[config.mk]
export PLATFORM = sky130hd
export DESIGN_NAME = bit_serial_crc16_crc12_frame_check_unit
export DESIGN_NICKNAME = d
export VERILOG_FILES = /design/src/sv/bscfc_pkg.sv /design/src/sv/bscfc_front.sv /design/src/sv/bscfc_queue.sv /design/src/sv/bscfc_back.sv /design/src/sv/bit_serial_crc16_crc12_frame_check_unit.sv
export SDC_FILE = /design/constraint.sdc
export NUM_CORES = 1
export LEC_CHECK = 0
export ABC_AREA = 1
export BUFFER_PORTS_ARGS = -buffer_cell sky130_fd_sc_hd__buf_4
export CAP_MARGIN = 25
export CORE_ASPECT_RATIO = 0.9
export CORE_MARGIN = 5
export CORE_UTILIZATION = 30
export DETAILED_ROUTE_END_ITERATION = 8
export GPL_ROUTABILITY_DRIVEN = 0
export HOLD_SLACK_MARGIN = 0.05
export REMOVE_ABC_BUFFERS = 1
export SLEW_MARGIN = 10
export SYNTH_ARGS = -nofsm -noshare
export SYNTH_HDL_FRONTEND = slang
export SYNTH_HIERARCHICAL = 1
export SYNTH_SLANG_ARGS = --single-unit
export TNS_END_PERCENT = 30
[constraint.sdc]
create_clock -name clk -period 7 [get_ports clk]
set_clock_uncertainty 0.15 [all_clocks]
set_input_delay 1.05 -clock clk [delete_from_list [all_inputs] [get_ports clk]]
set_output_delay 1.05 -clock clk [all_outputs]
set_load 0.01 [all_outputs]
[src/sv/bscfc_pkg.sv]
// ----------------------------------------------------------------------------
// bscfc_pkg
// Shared types, constants and the CRC bit update for the frame check unit.
// ----------------------------------------------------------------------------
`default_nettype none

package bscfc_pkg;

    // Frame limit and counter sizing; a frame holds up to 255 + 16 bits.
    localparam int unsigned CNT_W = 9;
    localparam logic [CNT_W-1:0] FRAME_BITS = 9'd190;

    // Check kinds as carried in the kind field.
    localparam logic KIND_CRC16 = 1'b0;
    localparam logic KIND_CRC12 = 1'b1;

    localparam logic [CNT_W-1:0] CRC16_BITS = 9'd16;
    localparam logic [CNT_W-1:0] CRC12_BITS = 9'd12;

    localparam logic [15:0] POLY16 = 16'h1021;
    localparam logic [15:0] POLY12 = 16'h0897;
    localparam logic [15:0] MASK16 = 16'hFFFF;
    localparam logic [15:0] MASK12 = 16'h0FFF;

    // Queue between the classifying front and the CRC back end.
    localparam int unsigned Q_AW = 1;
    localparam int unsigned Q_DEPTH = 1 << Q_AW;

    typedef struct packed {
        logic       data_bit;
        logic       kind;
        logic [7:0] msg_bits;
    } item_t;

    typedef struct packed {
        logic        status;
        logic [15:0] computed_crc;
        logic [15:0] received_crc;
    } result_t;

    // One classified frame bit as it travels through the queue.
    typedef struct packed {
        logic data_bit;
        logic kind;
        logic first;
        logic msg;
        logic last;
        logic too_long;
    } entry_t;

    typedef struct packed {
        logic full;
        logic empty;
    } q_status_t;

    function automatic logic [15:0] kind_mask(logic kind);
        logic [15:0] m;
        m = (kind == KIND_CRC12) ? MASK12 : MASK16;
        return m;
    endfunction

    // One MSB-first shift of the CRC register.
    function automatic logic [15:0] crc_step(logic [15:0] c, logic kind, logic b);
        logic        fb;
        logic [15:0] n;
        if (kind == KIND_CRC12)
        begin
            fb = c[11] ^ b;
            n  = {4'b0000, c[10:0], 1'b0};
            if (fb)
            begin
                n = n ^ POLY12;
            end
        end
        else
        begin
            fb = c[15] ^ b;
            n  = {c[14:0], 1'b0};
            if (fb)
            begin
                n = n ^ POLY16;
            end
        end
        return n & kind_mask(kind);
    endfunction

endpackage

`default_nettype wire

[src/sv/bscfc_front.sv]
// ----------------------------------------------------------------------------
// bscfc_front
// Accepts frame bits, tracks frame position and tags each bit for the back end.
// ----------------------------------------------------------------------------
`default_nettype none

module bscfc_front
    import bscfc_pkg::*;
(
    input  wire logic  clk,
    input  wire logic  rst_n,
    input  wire item_t item,
    input  wire logic  push,
    output entry_t     entry
);

    logic             in_frame_reg;
    logic             kind_reg;
    logic [7:0]       len_reg;
    logic [CNT_W-1:0] cnt_reg;

    logic             cur_kind;
    logic [7:0]       cur_len;
    logic [CNT_W-1:0] cur_cnt;
    logic [CNT_W-1:0] cur_total;
    logic [CNT_W-1:0] cnt_inc;

    // The first beat of a frame supplies kind and length; later beats use the latch.
    always_comb
    begin
        cur_kind  = in_frame_reg ? kind_reg : item.kind;
        cur_len   = in_frame_reg ? len_reg : item.msg_bits;
        cur_cnt   = in_frame_reg ? cnt_reg : '0;
        cur_total = {1'b0, cur_len} + ((cur_kind == KIND_CRC12) ? CRC12_BITS : CRC16_BITS);
        cnt_inc   = cur_cnt + 1'b1;

        entry.data_bit = item.data_bit;
        entry.kind     = cur_kind;
        entry.first    = !in_frame_reg;
        entry.msg      = cur_cnt < {1'b0, cur_len};
        entry.last     = cnt_inc == cur_total;
        entry.too_long = cur_total > FRAME_BITS;
    end

    always_ff @(posedge clk or negedge rst_n)
    begin
        if (!rst_n)
        begin
            in_frame_reg <= 1'b0;
            kind_reg     <= KIND_CRC16;
            len_reg      <= '0;
            cnt_reg      <= '0;
        end
        else if (push)
        begin
            in_frame_reg <= !entry.last;
            kind_reg     <= cur_kind;
            len_reg      <= cur_len;
            cnt_reg      <= entry.last ? '0 : cnt_inc;
        end
    end

`ifndef SYNTHESIS
    a_cnt_in_range: assert property (@(posedge clk) disable iff (!rst_n)
        in_frame_reg |-> (cnt_reg < cur_total))
        else $error("frame bit count ran past the frame end");
`endif

endmodule

`default_nettype wire

[src/sv/bscfc_queue.sv]
// ----------------------------------------------------------------------------
// bscfc_queue
// Short register queue of classified bits between the front and back parts.
// ----------------------------------------------------------------------------
`default_nettype none

module bscfc_queue
    import bscfc_pkg::*;
(
    input  wire logic   clk,
    input  wire logic   rst_n,
    input  wire logic   push,
    input  wire entry_t push_entry,
    input  wire logic   pop,
    output entry_t      head,
    output q_status_t   status
);

    entry_t            slot_reg [Q_DEPTH];
    logic [Q_AW-1:0]   wr_ptr_reg;
    logic [Q_AW-1:0]   rd_ptr_reg;
    logic [Q_AW:0]     count_reg;

    assign head         = slot_reg[rd_ptr_reg];
    assign status.full  = count_reg == Q_DEPTH[Q_AW:0];
    assign status.empty = count_reg == '0;

    always_ff @(posedge clk)
    begin
        if (push)
        begin
            slot_reg[wr_ptr_reg] <= push_entry;
        end
    end

    always_ff @(posedge clk or negedge rst_n)
    begin
        if (!rst_n)
        begin
            wr_ptr_reg <= '0;
            rd_ptr_reg <= '0;
            count_reg  <= '0;
        end
        else
        begin
            if (push)
            begin
                wr_ptr_reg <= wr_ptr_reg + 1'b1;
            end
            if (pop)
            begin
                rd_ptr_reg <= rd_ptr_reg + 1'b1;
            end
            case ({push, pop})
                2'b10:   count_reg <= count_reg + 1'b1;
                2'b01:   count_reg <= count_reg - 1'b1;
                default: count_reg <= count_reg;
            endcase
        end
    end

`ifndef SYNTHESIS
    a_no_overflow: assert property (@(posedge clk) disable iff (!rst_n)
        !(push && status.full))
        else $error("queue written while full");
    a_no_underflow: assert property (@(posedge clk) disable iff (!rst_n)
        !(pop && status.empty))
        else $error("queue read while empty");
`endif

endmodule

`default_nettype wire

[src/sv/bscfc_back.sv]
// ----------------------------------------------------------------------------
// bscfc_back
// Runs the CRC and received-check shift registers and holds the result beat.
// ----------------------------------------------------------------------------
`default_nettype none

module bscfc_back
    import bscfc_pkg::*;
(
    input  wire logic      clk,
    input  wire logic      rst_n,
    input  wire entry_t    head,
    input  wire q_status_t q_status,
    output logic           pop,
    output logic           result_valid,
    input  wire logic      result_ready,
    output result_t        result
);

    logic        out_valid_reg;
    result_t     out_data_reg;
    logic [15:0] crc_reg;
    logic [15:0] rx_reg;

    logic [15:0] crc_base;
    logic [15:0] rx_base;
    logic [15:0] crc_next;
    logic [15:0] rx_next;
    logic [15:0] mask;
    logic [15:0] comp;
    logic [15:0] rx_masked;
    result_t     res_next;

    // The last bit of a frame may only leave the queue when the result slot frees up.
    assign pop = !q_status.empty && (!head.last || !out_valid_reg || result_ready);

    always_comb
    begin
        crc_base  = head.first ? '0 : crc_reg;
        rx_base   = head.first ? '0 : rx_reg;
        mask      = kind_mask(head.kind);
        crc_next  = head.msg ? crc_step(crc_base, head.kind, head.data_bit) : crc_base;
        rx_next   = head.msg ? rx_base : {rx_base[14:0], head.data_bit};
        comp      = (crc_next ^ mask) & mask;
        rx_masked = rx_next & mask;

        res_next.status       = (comp != rx_masked) || head.too_long;
        res_next.computed_crc = comp;
        res_next.received_crc = rx_masked;
    end

    always_ff @(posedge clk or negedge rst_n)
    begin
        if (!rst_n)
        begin
            crc_reg       <= '0;
            rx_reg        <= '0;
            out_valid_reg <= 1'b0;
        end
        else
        begin
            if (pop)
            begin
                crc_reg <= crc_next;
                rx_reg  <= rx_next;
            end
            if (pop && head.last)
            begin
                out_valid_reg <= 1'b1;
            end
            else if (result_ready)
            begin
                out_valid_reg <= 1'b0;
            end
        end
    end

    always_ff @(posedge clk)
    begin
        if (pop && head.last)
        begin
            out_data_reg <= res_next;
        end
    end

    assign result_valid = out_valid_reg;
    assign result       = out_data_reg;

`ifndef SYNTHESIS
    a_no_result_overwrite: assert property (@(posedge clk) disable iff (!rst_n)
        (out_valid_reg && !result_ready) |-> !(pop && head.last))
        else $error("pending result overwritten");
`endif

endmodule

`default_nettype wire

[src/sv/bit_serial_crc16_crc12_frame_check_unit.sv]
// The final check bit of a frame passes the queue slot, then the result register.
// Throughput: one frame bit per cycle while item_ready is high; the back end retires
// one queued bit a cycle unless a result waits; only then does the two-entry queue fill.
// Reset (rst_n, asynchronous, active low) clears frame tracking, queue and result valid;
// the block then waits for the first bit of a new frame.
// ----------------------------------------------------------------------------
// bit_serial_crc16_crc12_frame_check_unit
// Bit-serial CRC-16 CCITT / CRC-12 frame checker with one result per frame.
// ----------------------------------------------------------------------------
`default_nettype none

module bit_serial_crc16_crc12_frame_check_unit
    import bscfc_pkg::*;
(
    input  wire logic  clk,
    input  wire logic  rst_n,
    input  wire logic  item_valid,
    output logic       item_ready,
    input  wire item_t item,
    output logic       result_valid,
    input  wire logic  result_ready,
    output result_t    result
);

    entry_t    push_entry;
    entry_t    head;
    q_status_t q_status;
    logic      push;
    logic      pop;

    assign item_ready = !q_status.full;
    assign push       = item_valid && item_ready;

    bscfc_front u_front (
        .clk   (clk),
        .rst_n (rst_n),
        .item  (item),
        .push  (push),
        .entry (push_entry)
    );

    bscfc_queue u_queue (
        .clk        (clk),
        .rst_n      (rst_n),
        .push       (push),
        .push_entry (push_entry),
        .pop        (pop),
        .head       (head),
        .status     (q_status)
    );

    bscfc_back u_back (
        .clk          (clk),
        .rst_n        (rst_n),
        .head         (head),
        .q_status     (q_status),
        .pop          (pop),
        .result_valid (result_valid),
        .result_ready (result_ready),
        .result       (result)
    );

endmodule

`default_nettype wire

==> insert_results.sql <==
INSERT INTO impl_metrics (metric_group, metric, value, unit) VALUES
('logic_synthesis', 'synth.avg_cell_area', '7.70', 'sq um'),
('logic_synthesis', 'synth_ff_type', 'sky130_fd_sc_hd__dfrtp_1', ''),
('worst_setup_path', 'crit-reg2reg-capture', 'u_front/in_frame_reg$_DFFE_PN0P_', ''),
('floorplan', 'fp.dieH', '142', 'um'),
('power', 'power-per-cell-area', '475', 'nW/um^2'),
('power', 'power_frac_clock', '16.3', '%'),
('worst_setup_path', 'critical_path_class', 'reg -> reg', ''),
('hold_path', 'hold_path.class', 'reg -> reg', ''),
('floorplan', 'dieArea', '22200', 'sq um'),
('logic_synthesis', 'ys_seq_area_share', '47.5', '%'),
('logic_synthesis', 'async_reset_ff_share', '55.4', '%'),
('logic_synthesis', 'synth.yosys.warnings', '6', ''),
('clock_tree', 'h-tree-depth', '3', ''),
('worst_setup_path', 'cp-end-kind', 'register', ''),
('sta', 'slew-limit-headroom', '48.4', '%'),
('worst_setup_path', 'r2r_start', 'u_front/in_frame_reg$_DFFE_PN0P_', ''),
('clock_tree', 'clock_tree.root_cell', 'sky130_fd_sc_hd__clkbuf_16', ''),
('sta', 'final.hold.worst_slack', '335', 'ps'),
('drt', 'drtIter0Drc', '324', ''),
('global_route', 'grt_pass1_wl', '22.1', 'mm'),
('drt', 'routed_via_density', '4.59', ''),
('status', 'run_status', 'finished, final reports clean', ''),
('place', 'port_buffers', '48', ''),
('logic_synthesis', 'ys_ff_latch', '101', ''),
('sta', 'finalSetupViolCount', '0', ''),
('final_layout', 'count_of_filler_cells_inserted_in_the_layout', '2032', ''),
('drt', 'route.detailed.drc', '0', ''),
('clock_tree', 'cts.hold.buffers_added', '0', ''),
('drt', 'drtAntennaViolNets', '0', ''),
('logic_synthesis', 'post-synth-top-count-cell', 'sky130_fd_sc_hd__nand2_1', ''),
('logic_synthesis', 'synth_largest_type_area_fraction', '24.2', '%'),
('final_layout', 'area_taken_by_flip_flops_and_latches', '2750', 'sq um'),
('drt', 'totalWireLength', '13.0', 'mm'),
('place', 'placedCellCount', '1025', ''),
('drt', 'detailroute.via_count', '4779', ''),
('power', 'cellInternalPower', '0.00171', 'W'),
('worst_setup_path', 'setup.worst_path.start_class', 'register', ''),
('final_layout', 'finish.utilization', '34.7', '%'),
('logic_synthesis', 'synth_area_leader_cell', 'sky130_fd_sc_hd__dfrtp_1', ''),
('final_layout', 'diodes', '0', ''),
('sta', 'rsz_0062_raised_after_global_routing', 'no', ''),
('global_route', 'initial_antenna_violation_count', '0', ''),
('hold_path', 'hold_path_depth', '2', ''),
('sta', 'period_needed', '3900', 'ps'),
('sta', 'timing.final.hold_violations', '0', ''),
('clock_tree', 'post-cts-setup-buffers', '0', ''),
('logic_synthesis', 'synth.top_cells.by_area', 'sky130_fd_sc_hd__dfrtp_1, sky130_fd_sc_hd__edfxtp_1, sky130_fd_sc_hd__nand2_1, sky130_fd_sc_hd__nand3_1, sky130_fd_sc_hd__inv_1', ''),
('logic_synthesis', 'synth.cells.most_frequent', 'sky130_fd_sc_hd__nand2_1, sky130_fd_sc_hd__inv_1, sky130_fd_sc_hd__nand3_1, sky130_fd_sc_hd__dfrtp_1, sky130_fd_sc_hd__o21ai_0', ''),
('final_layout', 'layout.nets', '814', ''),
('global_route', 'first_global_vias', '4458', ''),
('floorplan', 'start_util', '30.4', '%'),
('sta', 'period_share', '55.7', '%'),
('final_layout', 'number_of_flip_flops_in_the_largest_register', '33', ''),
('power', 'power.ir.vdd_worst', '0.000152', 'V'),
('floorplan', 'io_pins', '49', ''),
('power', 'power_switching_share', '45.5', '%'),
('drt', 'detail_route.wl_per_cell', '12.5', 'um'),
('clock_tree', 'clockBufferDepth', '2', ''),
('clock_tree', 'clk_pin_slew', '70', 'ps'),
('logic_synthesis', 'synth_area', '5800', 'sq um'),
('worst_setup_path', 'arrival', '3960', 'ps'),
('worst_setup_path', 'crit_path_max_fanout', '23', ''),
('run', 'drv_cap', '0', ''),
('hold_path', 'min_delay_worst_endpoint', 'u_front/len_reg[4]$_DFFE_PN0P_', ''),
('final_layout', 'number_of_non_filler_instances_in_the_completed_layout', '1041', ''),
('place', 'dp_hpwl', '9.22', 'mm'),
('floorplan', 'core-area', '19100', 'sq um'),
('power', 'power.share.sequential', '32.6', '%'),
('sta', 'max_slew.worst_pin.slew', '773', 'ps'),
('floorplan', 'die_width', '157', 'um'),
('power', 'power_frac_comb', '51.0', '%');
metal layers:
metal / vias to the layer above / global-route usage (%) / wire [um] / share of wire (%)
met5: - / 0 / 0 / 0
li1: 2482 / - / - / -
met4: 0 / 3.93 / 313 / 2.4
met2: 97 / 19.0 / 5830 / 45
met1: 2178 / 16.8 / 6270 / 48
met3: 22 / 3.05 / 557 / 4.3
power by group through the flow:
stage	sequential, W	clock (W)	combinational (W)
detailed placement	0.00104	0	0.00161
floorplan	0.00105	0	0.00109
finish	0.00103	0.000513	0.00161
global route	0.00106	0.000560	0.00183
global placement	0.00104	0	0.00160
CTS	0.00103	0.000533	0.00162
final cells by class:
class	instances	share of cell area [%]
clock buffer	9	3.40
clock inverter	7	1.25
inverter	91	5.27
multi-input combinational	530	37.8
sequential	101	41.6
tap	250	4.72
timing repair buffer	53	6.01
through the flow:
step | cell area, sq um | total power (W) | setup WS (ps)
5_1_grt | 6620 | 0.00345 | 2680
3_3_place_gp | 6310 | 0.00264 | 3170
4_1_cts | 6620 | 0.00318 | 3070
2_1_floorplan | 5590 | 0.00214 | 3210
3_5_place_dp | 6310 | 0.00266 | 3080
6_report | 6620 | 0.00315 | 3100
layout by cell type, fill, tap and decap left out, types with 2 or more instances in the layout:
cell	instances
sky130_fd_sc_hd__nand3b_1	3
sky130_fd_sc_hd__or2_2	5
sky130_fd_sc_hd__nor3_1	3
sky130_fd_sc_hd__buf_4	53
sky130_fd_sc_hd__inv_2	4
sky130_fd_sc_hd__nand3_2	3
sky130_fd_sc_hd__ha_1	13
sky130_fd_sc_hd__nand3_1	72
sky130_fd_sc_hd__clkinv_4	2
sky130_fd_sc_hd__a21oi_1	7
sky130_fd_sc_hd__a31oi_1	3
sky130_fd_sc_hd__nor2_2	2
sky130_fd_sc_hd__dfrtp_1	56
sky130_fd_sc_hd__inv_8	2
sky130_fd_sc_hd__nor2_4	2
sky130_fd_sc_hd__o21ai_2	3
sky130_fd_sc_hd__inv_1	84
sky130_fd_sc_hd__nand2_2	9
sky130_fd_sc_hd__xor2_1	2
sky130_fd_sc_hd__nand2_1	279
sky130_fd_sc_hd__edfxtp_1	45
sky130_fd_sc_hd__o21ai_1	5
sky130_fd_sc_hd__nand4_1	11
sky130_fd_sc_hd__o21ai_0	51
sky130_fd_sc_hd__xnor2_1	2
sky130_fd_sc_hd__clkbuf_16	9
sky130_fd_sc_hd__nor2_1	46
kinds of logic (layout without fill, tap and decap cells):
logic type / after synthesis / count (layout) / share of synthesized area, %
compound gates: 75 / 75 / 7.18
fa+ha+maj: 14 / 14 / 3.15
buf+inv: 122 / 160 / 9.62
simple gates: 437 / 437 / 32.0
flops: 101 / 101 / 47.5
xor+xnor: 4 / 4 / 0.604
critical path, stage by stage, from the launching register on:
cell	delay (ps)
sky130_fd_sc_hd__dfrtp_1	830
sky130_fd_sc_hd__inv_1	360
sky130_fd_sc_hd__or2_2	350
sky130_fd_sc_hd__o21ai_0	210
sky130_fd_sc_hd__inv_1	200
sky130_fd_sc_hd__ha_1	260
sky130_fd_sc_hd__inv_1	70
sky130_fd_sc_hd__fa_1	420
sky130_fd_sc_hd__nand3_1	100
sky130_fd_sc_hd__nand2_1	60
sky130_fd_sc_hd__nor2_1	100
sky130_fd_sc_hd__nand2_1	70
sky130_fd_sc_hd__nor3_2	100
sky130_fd_sc_hd__nand2_1	270
sky130_fd_sc_hd__nand2_1	120
sky130_fd_sc_hd__o21ai_0	80
worst max path at each step:
stage                                                start                          endpoint  slack, ps  cells past startpoint
after floorplan             u_queue/rd_ptr_reg$_DFFE_PN0P_       u_back/result[32]$_DFFE_PP_       3210                     12
after global placement    u_front/in_frame_reg$_DFFE_PN0P_  u_queue/slot_reg[0][1]$_DFFE_PP_       3170                     15
after detailed placement  u_front/in_frame_reg$_DFFE_PN0P_  u_queue/slot_reg[0][1]$_DFFE_PP_       3080                     15
after CTS                 u_front/in_frame_reg$_DFFE_PN0P_  u_front/in_frame_reg$_DFFE_PN0P_       3070                     15
after global routing      u_front/in_frame_reg$_DFFE_PN0P_    u_front/cnt_reg[2]$_DFFE_PN0P_       2680                     15
final                     u_front/in_frame_reg$_DFFE_PN0P_  u_front/in_frame_reg$_DFFE_PN0P_       3100                     15
(Power assumes the default switching activity.)
